--- config.mk ---
export PLATFORM = sky130hd
export DESIGN_NAME = irc_message_line_tokenizer
export DESIGN_NICKNAME = d
export VERILOG_FILES = /design/src/rtl/irc_tok_pkg.sv /design/src/rtl/irc_tok_core.sv /design/src/rtl/irc_tok_fifo.sv /design/src/rtl/irc_message_line_tokenizer.sv
export SDC_FILE = /design/constraint.sdc
export NUM_CORES = 1
export LEC_CHECK = 0
export BUFFER_PORTS_ARGS = -buffer_cell sky130_fd_sc_hd__buf_2
export CAP_MARGIN = 10
export CORE_ASPECT_RATIO = 1.75
export CORE_MARGIN = 2
export CORE_UTILIZATION = 38
export CTS_BUF_LIST = sky130_fd_sc_hd__clkbuf_4 sky130_fd_sc_hd__clkbuf_8 sky130_fd_sc_hd__clkbuf_16
export DETAILED_ROUTE_END_ITERATION = 12
export PLACE_DENSITY = 0.61
export SLEW_MARGIN = 20
export SYNTH_ARGS = -nofsm -noshare
export SYNTH_HDL_FRONTEND = slang
export SYNTH_HIERARCHICAL = 1
export SYNTH_SLANG_ARGS = --single-unit
--- constraint.sdc ---
create_clock -name clk_i -period 5.35 [get_ports clk_i]
set_input_delay 0.2675 -clock clk_i [delete_from_list [all_inputs] [get_ports clk_i]]
set_output_delay 0.2675 -clock clk_i [all_outputs]
set_load 0.05 [all_outputs]
--- src/rtl/irc_tok_pkg.sv ---
// ============================================================================
// irc_tok_pkg
// Shared types and constants for the command line tokenizer.
// ============================================================================
`default_nettype none

package irc_tok_pkg;

  // Limit on kept parameters per line
  localparam int unsigned MaxParams = 15;
  localparam int unsigned CntW      = $clog2(MaxParams + 1);

  // Output queue depth (two words may be pushed in one cycle)
  localparam int unsigned QDepth = 4;
  localparam int unsigned QPtrW  = $clog2(QDepth);
  localparam int unsigned QCntW  = $clog2(QDepth + 1);

  // Characters of interest
  localparam logic [7:0] ChSpace = 8'h20;
  localparam logic [7:0] ChColon = 8'h3a;
  localparam logic [7:0] ChComma = 8'h2c;
  localparam logic [7:0] ChLowA  = 8'h61;
  localparam logic [7:0] ChLowZ  = 8'h7a;
  localparam logic [7:0] CaseOff = 8'h20;

  // Field kinds
  localparam logic [2:0] KindPrefix = 3'd0;
  localparam logic [2:0] KindName   = 3'd1;
  localparam logic [2:0] KindMiddle = 3'd2;
  localparam logic [2:0] KindTrail  = 3'd3;
  localparam logic [2:0] KindEnd    = 3'd4;

  // Tokenizer phase codes
  localparam logic [2:0] PhLead     = 3'd0;
  localparam logic [2:0] PhPrefix   = 3'd1;
  localparam logic [2:0] PhGapName  = 3'd2;
  localparam logic [2:0] PhName     = 3'd3;
  localparam logic [2:0] PhGapParam = 3'd4;
  localparam logic [2:0] PhMiddle   = 3'd5;
  localparam logic [2:0] PhTrail    = 3'd6;

  typedef struct packed {
    logic [7:0] data_byte;
    logic       line_end;
  } tok_in_t;

  typedef struct packed {
    logic [2:0] field_kind;
    logic [7:0] out_char;
    logic       has_char;
    logic       field_start;
    logic [3:0] param_index;
    logic [3:0] param_total;
    logic       param_overflow;
    logic       line_done;
  } tok_out_t;

  // Words produced by one step, pushed into the output queue
  typedef struct packed {
    logic [1:0] num;
    tok_out_t   word0;
    tok_out_t   word1;
  } tok_push_t;

endpackage

`default_nettype wire

--- src/rtl/irc_tok_core.sv ---
// ============================================================================
// irc_tok_core
// Tokenizer state and the per-byte step: up to two result words per byte.
// ============================================================================
`default_nettype none

module irc_tok_core (
  input  wire logic                  clk_i,
  input  wire logic                  rst_ni,
  input  wire logic                  step_i,
  input  wire irc_tok_pkg::tok_in_t  in_word_i,
  output irc_tok_pkg::tok_push_t     push_o
);
  import irc_tok_pkg::*;

  localparam logic [CntW-1:0] CntMax = CntW'(MaxParams);

  logic [2:0]      phase_q, phase_d;
  logic            in_part_q, in_part_d;
  logic [CntW-1:0] count_q, count_d;
  logic            ovf_q, ovf_d;

  logic [7:0] ch;
  logic [7:0] upper;
  logic       open_ok;
  logic       mid_run;
  logic       part_eff;
  logic       fld_vld;
  tok_out_t   fld;
  tok_out_t   end_word;

  assign ch      = in_word_i.data_byte;
  assign upper   = (ch >= ChLowA && ch <= ChLowZ) ? ch - CaseOff : ch;
  assign open_ok = !ovf_q && (count_q < CntMax);

  // Per-byte step
  always_comb begin
    phase_d   = phase_q;
    in_part_d = in_part_q;
    count_d   = count_q;
    ovf_d     = ovf_q;
    fld_vld   = 1'b0;
    fld       = '0;
    mid_run   = 1'b0;
    part_eff  = in_part_q;

    unique case (phase_q)
      PhPrefix: begin
        if (ch == ChSpace) begin
          phase_d = PhGapName;
        end else begin
          fld_vld         = 1'b1;
          fld.field_kind  = KindPrefix;
          fld.out_char    = ch;
          fld.has_char    = 1'b1;
        end
      end
      PhGapName: begin
        if (ch != ChSpace) begin
          fld_vld         = 1'b1;
          fld.field_kind  = KindName;
          fld.out_char    = upper;
          fld.has_char    = 1'b1;
          fld.field_start = 1'b1;
          phase_d         = PhName;
        end
      end
      PhName: begin
        if (ch == ChSpace) begin
          phase_d = PhGapParam;
        end else begin
          fld_vld         = 1'b1;
          fld.field_kind  = KindName;
          fld.out_char    = upper;
          fld.has_char    = 1'b1;
        end
      end
      PhGapParam: begin
        if (ch == ChColon) begin
          phase_d = PhTrail;
          if (open_ok) begin
            fld_vld         = 1'b1;
            fld.field_kind  = KindTrail;
            fld.field_start = 1'b1;
            fld.param_index = 4'(count_q);
            count_d         = count_q + 1'b1;
          end else begin
            ovf_d = 1'b1;
          end
        end else if (ch != ChSpace) begin
          // first byte of a middle token
          mid_run  = 1'b1;
          part_eff = 1'b0;
        end
      end
      PhMiddle: begin
        mid_run = 1'b1;
      end
      PhTrail: begin
        if (!ovf_q && count_q != '0) begin
          fld_vld         = 1'b1;
          fld.field_kind  = KindTrail;
          fld.out_char    = ch;
          fld.has_char    = 1'b1;
          fld.param_index = 4'(count_q - 1'b1);
        end
      end
      default: begin
        // leading space skip; unused code behaves the same
        if (ch == ChSpace) begin
          phase_d = PhLead;
        end else if (ch == ChColon) begin
          fld_vld         = 1'b1;
          fld.field_kind  = KindPrefix;
          fld.field_start = 1'b1;
          phase_d         = PhPrefix;
        end else begin
          fld_vld         = 1'b1;
          fld.field_kind  = KindName;
          fld.out_char    = upper;
          fld.has_char    = 1'b1;
          fld.field_start = 1'b1;
          phase_d         = PhName;
        end
      end
    endcase

    // Middle token: split at commas, drop empty parts
    if (mid_run) begin
      phase_d = PhMiddle;
      if (ch == ChSpace) begin
        phase_d   = PhGapParam;
        in_part_d = 1'b0;
      end else if (ch == ChComma) begin
        in_part_d = 1'b0;
      end else if (!part_eff) begin
        in_part_d = 1'b1;
        if (open_ok) begin
          fld_vld         = 1'b1;
          fld.field_kind  = KindMiddle;
          fld.out_char    = ch;
          fld.has_char    = 1'b1;
          fld.field_start = 1'b1;
          fld.param_index = 4'(count_q);
          count_d         = count_q + 1'b1;
        end else begin
          ovf_d = 1'b1;
        end
      end else if (!ovf_q && count_q != '0) begin
        fld_vld         = 1'b1;
        fld.field_kind  = KindMiddle;
        fld.out_char    = ch;
        fld.has_char    = 1'b1;
        fld.param_index = 4'(count_q - 1'b1);
      end
    end

    // End-of-line word uses the updated count
    end_word                = '0;
    end_word.field_kind     = KindEnd;
    end_word.param_total    = 4'(count_d);
    end_word.param_overflow = ovf_d;
    end_word.line_done      = 1'b1;

    if (in_word_i.line_end) begin
      phase_d   = PhLead;
      in_part_d = 1'b0;
      count_d   = '0;
      ovf_d     = 1'b0;
    end
  end

  // Pack results in order: field word, then end word
  always_comb begin
    push_o = '0;
    if (step_i) begin
      if (fld_vld) begin
        push_o.word0 = fld;
        push_o.word1 = end_word;
        push_o.num   = in_word_i.line_end ? 2'd2 : 2'd1;
      end else begin
        push_o.word0 = end_word;
        push_o.num   = in_word_i.line_end ? 2'd1 : 2'd0;
      end
    end
  end

  // State registers
  always_ff @(posedge clk_i or negedge rst_ni) begin
    if (!rst_ni) begin
      phase_q   <= PhLead;
      in_part_q <= 1'b0;
      count_q   <= '0;
      ovf_q     <= 1'b0;
    end else if (step_i) begin
      phase_q   <= phase_d;
      in_part_q <= in_part_d;
      count_q   <= count_d;
      ovf_q     <= ovf_d;
    end
  end

`ifndef SYNTH
  a_count_max: assert property (@(posedge clk_i) disable iff (!rst_ni)
    count_q <= CntMax)
    else $error("parameter count above limit");
  a_ovf_full: assert property (@(posedge clk_i) disable iff (!rst_ni)
    ovf_q |-> count_q == CntMax)
    else $error("overflow flagged with free parameter slots");
  a_part_mid: assert property (@(posedge clk_i) disable iff (!rst_ni)
    in_part_q |-> phase_q == PhMiddle)
    else $error("part flag set outside middle token");
  a_line_reset: assert property (@(posedge clk_i) disable iff (!rst_ni)
    step_i && in_word_i.line_end |=> phase_q == PhLead && count_q == '0 && !ovf_q)
    else $error("state not cleared after line end");
`endif

endmodule

`default_nettype wire

--- src/rtl/irc_tok_fifo.sv ---
// ============================================================================
// irc_tok_fifo
// Small result queue: up to two words in per cycle, one word out per cycle while out_ready_i is high.
// ============================================================================
`default_nettype none

module irc_tok_fifo (
  input  wire logic                   clk_i,
  input  wire logic                   rst_ni,
  input  wire irc_tok_pkg::tok_push_t push_i,
  output logic                        room2_o,
  output logic                        out_valid_o,
  input  wire logic                   out_ready_i,
  output irc_tok_pkg::tok_out_t       out_word_o
);
  import irc_tok_pkg::*;

  tok_out_t          mem_q [QDepth];
  logic [QPtrW-1:0]  wr_ptr_q, rd_ptr_q;
  logic [QCntW-1:0]  cnt_q;
  logic              pop;
  logic [QPtrW-1:0]  wr_ptr1;

  assign out_valid_o = cnt_q != '0;
  assign out_word_o  = mem_q[rd_ptr_q];
  assign pop         = out_valid_o && out_ready_i;
  assign room2_o     = cnt_q <= QCntW'(QDepth - 2);
  assign wr_ptr1     = wr_ptr_q + 1'b1;

  // Storage writes
  always_ff @(posedge clk_i) begin
    if (push_i.num != 2'd0) begin
      mem_q[wr_ptr_q] <= push_i.word0;
    end
    if (push_i.num == 2'd2) begin
      mem_q[wr_ptr1] <= push_i.word1;
    end
  end

  // Pointers and fill count
  always_ff @(posedge clk_i or negedge rst_ni) begin
    if (!rst_ni) begin
      wr_ptr_q <= '0;
      rd_ptr_q <= '0;
      cnt_q    <= '0;
    end else begin
      wr_ptr_q <= wr_ptr_q + QPtrW'(push_i.num);
      if (pop) begin
        rd_ptr_q <= rd_ptr_q + 1'b1;
      end
      cnt_q <= cnt_q + QCntW'(push_i.num) - QCntW'(pop);
    end
  end

`ifndef SYNTH
  a_cnt_max: assert property (@(posedge clk_i) disable iff (!rst_ni)
    cnt_q <= QCntW'(QDepth))
    else $error("queue count above depth");
  a_no_overrun: assert property (@(posedge clk_i) disable iff (!rst_ni)
    push_i.num != 2'd0 |-> room2_o)
    else $error("push into queue without room");
  a_push_code: assert property (@(posedge clk_i) disable iff (!rst_ni)
    push_i.num != 2'd3)
    else $error("bad push count");
`endif

endmodule

`default_nettype wire

--- src/rtl/irc_message_line_tokenizer.sv ---
// ============================================================================
// irc_message_line_tokenizer
// Splits a command line, one byte per word, into tagged field characters.
// ============================================================================
// Channel   Direction  Handshake               Payload
// in        input      in_valid_i/in_ready_o   tok_in_t  (data_byte, line_end)
// out       output     out_valid_o/out_ready_i tok_out_t (one field or end word)
//
// One byte per cycle while the queue has room: a byte sits in the input
// register, is tokenized there and lands in a four-word result queue.
// A byte gives up to two words (a line_end byte adds the end word); the
// single-word output port then sets the rate for such bytes.
// A byte leaves the input register only when the queue has room for two.
// Reset clears the tokenizer state, the input register valid and the queue.
`default_nettype none

module irc_message_line_tokenizer (
  input  wire logic                  clk_i,
  input  wire logic                  rst_ni,
  input  wire logic                  in_valid_i,
  output logic                       in_ready_o,
  input  wire irc_tok_pkg::tok_in_t  in_word_i,
  output logic                       out_valid_o,
  input  wire logic                  out_ready_i,
  output irc_tok_pkg::tok_out_t      out_word_o
);
  import irc_tok_pkg::*;

  logic      in_valid_q;
  tok_in_t   in_word_q;
  logic      room2;
  logic      step;
  tok_push_t push;

  assign step       = in_valid_q && room2;
  assign in_ready_o = !in_valid_q || step;

  // Input register
  always_ff @(posedge clk_i or negedge rst_ni) begin
    if (!rst_ni) begin
      in_valid_q <= 1'b0;
    end else if (in_ready_o) begin
      in_valid_q <= in_valid_i;
    end
  end

  always_ff @(posedge clk_i) begin
    if (in_ready_o && in_valid_i) begin
      in_word_q <= in_word_i;
    end
  end

  irc_tok_core u_core (
    .clk_i     (clk_i),
    .rst_ni    (rst_ni),
    .step_i    (step),
    .in_word_i (in_word_q),
    .push_o    (push)
  );

  irc_tok_fifo u_fifo (
    .clk_i       (clk_i),
    .rst_ni      (rst_ni),
    .push_i      (push),
    .room2_o     (room2),
    .out_valid_o (out_valid_o),
    .out_ready_i (out_ready_i),
    .out_word_o  (out_word_o)
  );

endmodule

`default_nettype wire

Word level (Yosys, flattened, before mapping) --
Memory sizes are Yosys's and may differ from the RTL's. Index checks and enable logic that the tools add are counted. W data, S select, Z words.
Word-level totals: register bits after elaboration 26, RAM bits 92, input bits 13, output and inout bits 25, word-level logic and storage cells 143, memories 1
Memory list:
- u_fifo.mem_q | depth 4, bits a word 23, rd ports 1, clocked after Yosys merged registers in 0, wr ports 2, line irc_tok_fifo.sv:18 | tok_out_t mem_q [QDepth];
Cells by class: add/sub/neg operators 8, magnitude comparators 4, eq/ne operators 17, multiplexer cells 85, reduce and logical (&&, ||, !) cells 18
Operator list (number):
- $mux W17 | 4
- $mux W4 | 12
- $mux W48 | 1
- $pmux W9 S5 | 1
- $mux W1 | 37
- $mux W11 | 3
- $mux W25 | 1
- $eq A8 B6 Y1 const B | 3
- $mux W12 | 2
- $mux W3 | 8
- $mux W23 | 1
- $mux W9 | 2
- $pmux W3 S6 | 1
- $ne A4 B2 Y1 const B | 4
- $pmux W3 S5 | 1
- $mux W10 | 1
- $mux W5 | 2
- $eq A3 B3 Y1 const B | 3
- $ge A8 B7 Y1 const B | 1
- $le A8 B7 Y1 const B | 1
- $mux W8 | 1
- $ne A8 B6 Y1 const B | 1
- $pmux W4 S2 | 1
- $sub A8 B6 Y8 const B | 1
- 27 further kinds | 39

Longest topological paths before layout --
depth after elaboration 16, depth in mapped cells 18, mapped depth without buffers 16

Cells and area by module --
Netlist, hierarchy kept.
By module, submodules not included:
- irc_tok_fifo | times used 1, cells an instance 264, area each 5052.3 µm², sequential area each 2937.8 µm²
- irc_tok_core | times used 1, cells an instance 246, area each 1697.9 µm², sequential area each 225.2 µm²
- irc_message_line_tokenizer | times used 1, cells an instance 14, area each 330.3 µm², sequential area each 295.3 µm²

Worst setup path before layout --
Ideal clock, no wire load.
kind reg2reg, start point reg u_core.count_q[0], end point mem u_fifo/mem_q[0][0] (netlist name) (enable), library setup time 0.439 ns, arrival 4.485 ns, data required time 4.911 ns, slack 0.427 ns, cell stages (with the launch flop) 13, buffers on the path 0, period minus slack after synthesis 4.923 ns, cells stage by stage dfrtp_1 > inv_1 > ha_1 > nor3b_1 > nor2_1 > a22o_1 > a221o_1 > nor2_2 > inv_2 > ha_1 > and2_1 > nor2_1 > o31ai_1
RTL lines:
- from (decl) | line irc_tok_core.sv:20 | logic [CntW-1:0] count_q, count_d;
- from (signal assigned) | line irc_tok_core.sv:198 | count_q <= count_d;
- to (decl) | line irc_tok_fifo.sv:18

==> flow_metrics.tcl <==
set metrics [dict create \
    status "finished, final reports clean" \
    place.port_buffers 37 \
    die_y_um 185 \
    synth_seq_area_share_pct 48.8 \
    cts.reportedPaths.clkPinSlew_ps 60 \
    crit_path_end_kind "flop" \
    p_comb_share_pct 42.1 \
    relSlewSlack_pct 24.2 \
    start_util_pct 38.4 \
    hold_ws_ps 23.0 \
    track_usage_pct 17.9 \
    dp_hpwl_um 11500 \
    leakagePower_nw 3.00 \
    grt_pass1_vias 4694 \
    mostFrequentLayoutCells "edfxtp_1, mux2_2, buf_2" \
    ctsHtreeMaxLevel 4 \
    p_int_w 0.00286 \
    mostFrequentLayoutCell "edfxtp_1" \
    num_vias 4397 \
    io_pins 38 \
    grt_pass1_wl_um 26100 \
    numCtsBuffers 17 \
    die_area_um2 19800 \
    placed_cell_area_um2 7400 \
    finalHoldViolCount 0 \
    arrival_ps 4690 \
    ys_seq_elements 118 \
    antenna_found_initial 0 \
    num_rows 66 \
    drive_gt1_share_pct 38.1 \
    grt_overflow_total 0 \
    netlist_area_um2 7080 \
    area_delta_synth_final_pct 13.5 \
    drtIter0Drc 216 \
    ir_worst_vdd_uv 302 \
    fmax_ghz 0.221 \
    rsz0062_at_grt "false" \
    cts_root_buf "clkbuf_16" \
    period_needed_ps 4530 \
    dpl.cell_count 778 \
    routabilityCongestion 0.882 \
    ys.flop_type "edfxtp_1" \
    synth_edf_count 101 \
    design_area_um2 8040 \
    numClockSinks 118 \
    core-area_um2 18400 \
    seqPwrFrac_pct 31.5 \
    viasPerCell 5.43 \
    setup_violations 0 \
    seq_area_um2 3460 \
    clock_skew_ps 10.8 \
    multi_input_area_um2 3280 \
    chipWidth_um 107 \
    ys_warn_count 6 \
    timing.max_cap.violations 0 \
    swShare_pct 38.7 \
    final_cell_count_no_fill 810 \
    drc_errors 0 \
    cp_data_required_time_ps 5510 \
    synthCells 524 \
    tightest_slew_ps 1130 \
    fill_cells 1696 \
    grt_max_degree 25 \
    p_sw_w 0.00181 \
    p_per_area_nw_per_um2 581 \
    hp-class "in -> reg" \
    synth_cell_types 84 \
    cts_hold_buffers 1 \
    clock_latency_ps 420 \
    antenna_left 0 \
    finalSetupTns_ps 0 \
    firstDrtPassIters 4 \
    cts_resized 0 \
    antenna_cells 0 \
    avgSynthCellArea_um2 13.5 \
    cts_tree "built" \
    drt-total-wl_um 16600 \
    critPathLaunchType "flop" \
    crit_path_max_fanout 17 \
    pwr-share-clk_pct 26.3 \
    min_period_over_period_pct 84.7 \
    slew_viol_final 0 \
    clockBufferDepth 2 \
    post_cts_buffers 0 \
    synthArstFlopShare_pct 14.4 \
    wl_per_cell_um 20.5 \
    final_net_count 584 \
    critical_path_class "reg -> reg" \
]
==> cell usage after synthesis, types with 3 or more instances <==
| library cell | n | area (um^2) |
|---|---|---|
| o2111ai_1 | 3 | 26.3 |
| o22ai_1 | 4 | 25.0 |
| o21ai_0 | 16 | 80.1 |
| clkbuf_1 | 11 | 41.3 |
| mux2_1 | 6 | 67.6 |
| a211oi_1 | 3 | 22.5 |
| a21oi_1 | 13 | 65.1 |
| buf_2 | 5 | 25.0 |
| o31a_1 | 3 | 26.3 |
| nor4_1 | 3 | 18.8 |
| mux2_4 | 23 | 345 |
| nor3_2 | 3 | 30.0 |
| nand3_1 | 5 | 25.0 |
| dfrtp_1 | 17 | 425 |
| mux2i_1 | 3 | 30.0 |
| buf_4 | 23 | 173 |
| mux2_2 | 64 | 721 |
| mux4_2 | 23 | 518 |
| nand2b_1 | 3 | 18.8 |
| edfxtp_1 | 101 | 3030 |
| nor2_1 | 30 | 113 |
| nor2b_1 | 4 | 25.0 |
| inv_1 | 19 | 71.3 |
| nand2_1 | 31 | 116 |
| buf_6 | 7 | 78.8 |
| and2_1 | 4 | 25.0 |
| ha_1 | 10 | 125 |
| xnor2_1 | 7 | 61.3 |
| nor3_1 | 5 | 25.0 |
| a31oi_1 | 10 | 62.6 |
==> registers in the layout, indices dropped and copies added, names as in the netlist <==
register and cells:
u_fifo/wr_ptr_q 2, u_fifo/rd_ptr_q 2, u_core/count_q 4, u_core/phase_q 3
in_valid_q 1, u_fifo/cnt_q 3, u_fifo/mem_q 92, in_word_q 9
u_core/in_part_q 1, u_core/ovf_q 1
==> final cells by class <==
type                       instances  share of cell area, %
multi-input combinational        353                   40.8
sequential                       118                   43.0
tap                              238                   3.71
timing repair buffer              50                   3.71
inverter                          20                  0.934
clock buffer                      20                   5.57
clock inverter                    11                   2.24
==> power groups by stage <==
stage	clock network [W]	logic, W	registers, W
6_report	0.00123	0.00197	0.00147
5_1_grt	0.00130	0.00210	0.00150
4_1_cts	0.00126	0.00199	0.00148
3_5_place_dp	0	0.00198	0.00149
3_3_place_gp	0	0.00196	0.00148
2_1_floorplan	0	0.00159	0.00143
==> worst max-delay path: stages, from the launching register on <==
cell and delay (ps):
dfrtp_1 440, inv_1 200, ha_1 280, nor3b_1 340
nor2_1 160, a22o_1 220, a221o_1 400, nor2_2 180
inv_2 100, ha_1 270, and2_1 320, nor4bb_4 590
buf_4 390, mux2_2 380
==> metal layers <==
metal	part of all wire, %	GRT usage (%)	vias up	routed length (um)
li1	-	-	2069	-
met1	38	18.7	2212	6350
met2	57	34.1	90	9500
met3	2.6	3.15	26	439
met4	2.1	7.90	0	348
met5	0	0	-	0
==> final timing paths <==
check	from	endpoint	slack, ps	cells past startpoint
hold / removal	in_word_i[0]	in_word_q[0]	20	1
setup reg to reg	u_core/count_q[0]	u_fifo/mem_q[3][10]	820	13
min in group asynchronous	rst_ni	u_core/count_q[0]	330	2
max in group asynchronous	rst_ni	u_fifo/rd_ptr_q[1]	4690	2
hold reg to reg	u_fifo/rd_ptr_q[1]	u_fifo/rd_ptr_q[1]	500	1
setup / recovery	u_core/count_q[0]	u_fifo/mem_q[3][10]	820	13
==> logic make-up after synthesis <==
group           share of synthesized area [%]
compound gates                           8.71
xor+xnor                                0.990
fa+ha+maj                                2.05
buf+inv                                  6.11
flops                                    48.8
mux                                      23.7
other cells                            0.0530
simple gates                             9.49
==> metrics by stage <==
stage,worst slack (ps),utilization [%],total power (W)
final,820,43.6,0.00467
after global placement,920,40.2,0.00344
after global routing,469,43.6,0.00489
after detailed placement,812,40.2,0.00347
after CTS,813,43.6,0.00472
after floorplan,427,-,0.00302
No activity file was read; power rests on OpenSTA's default activity.
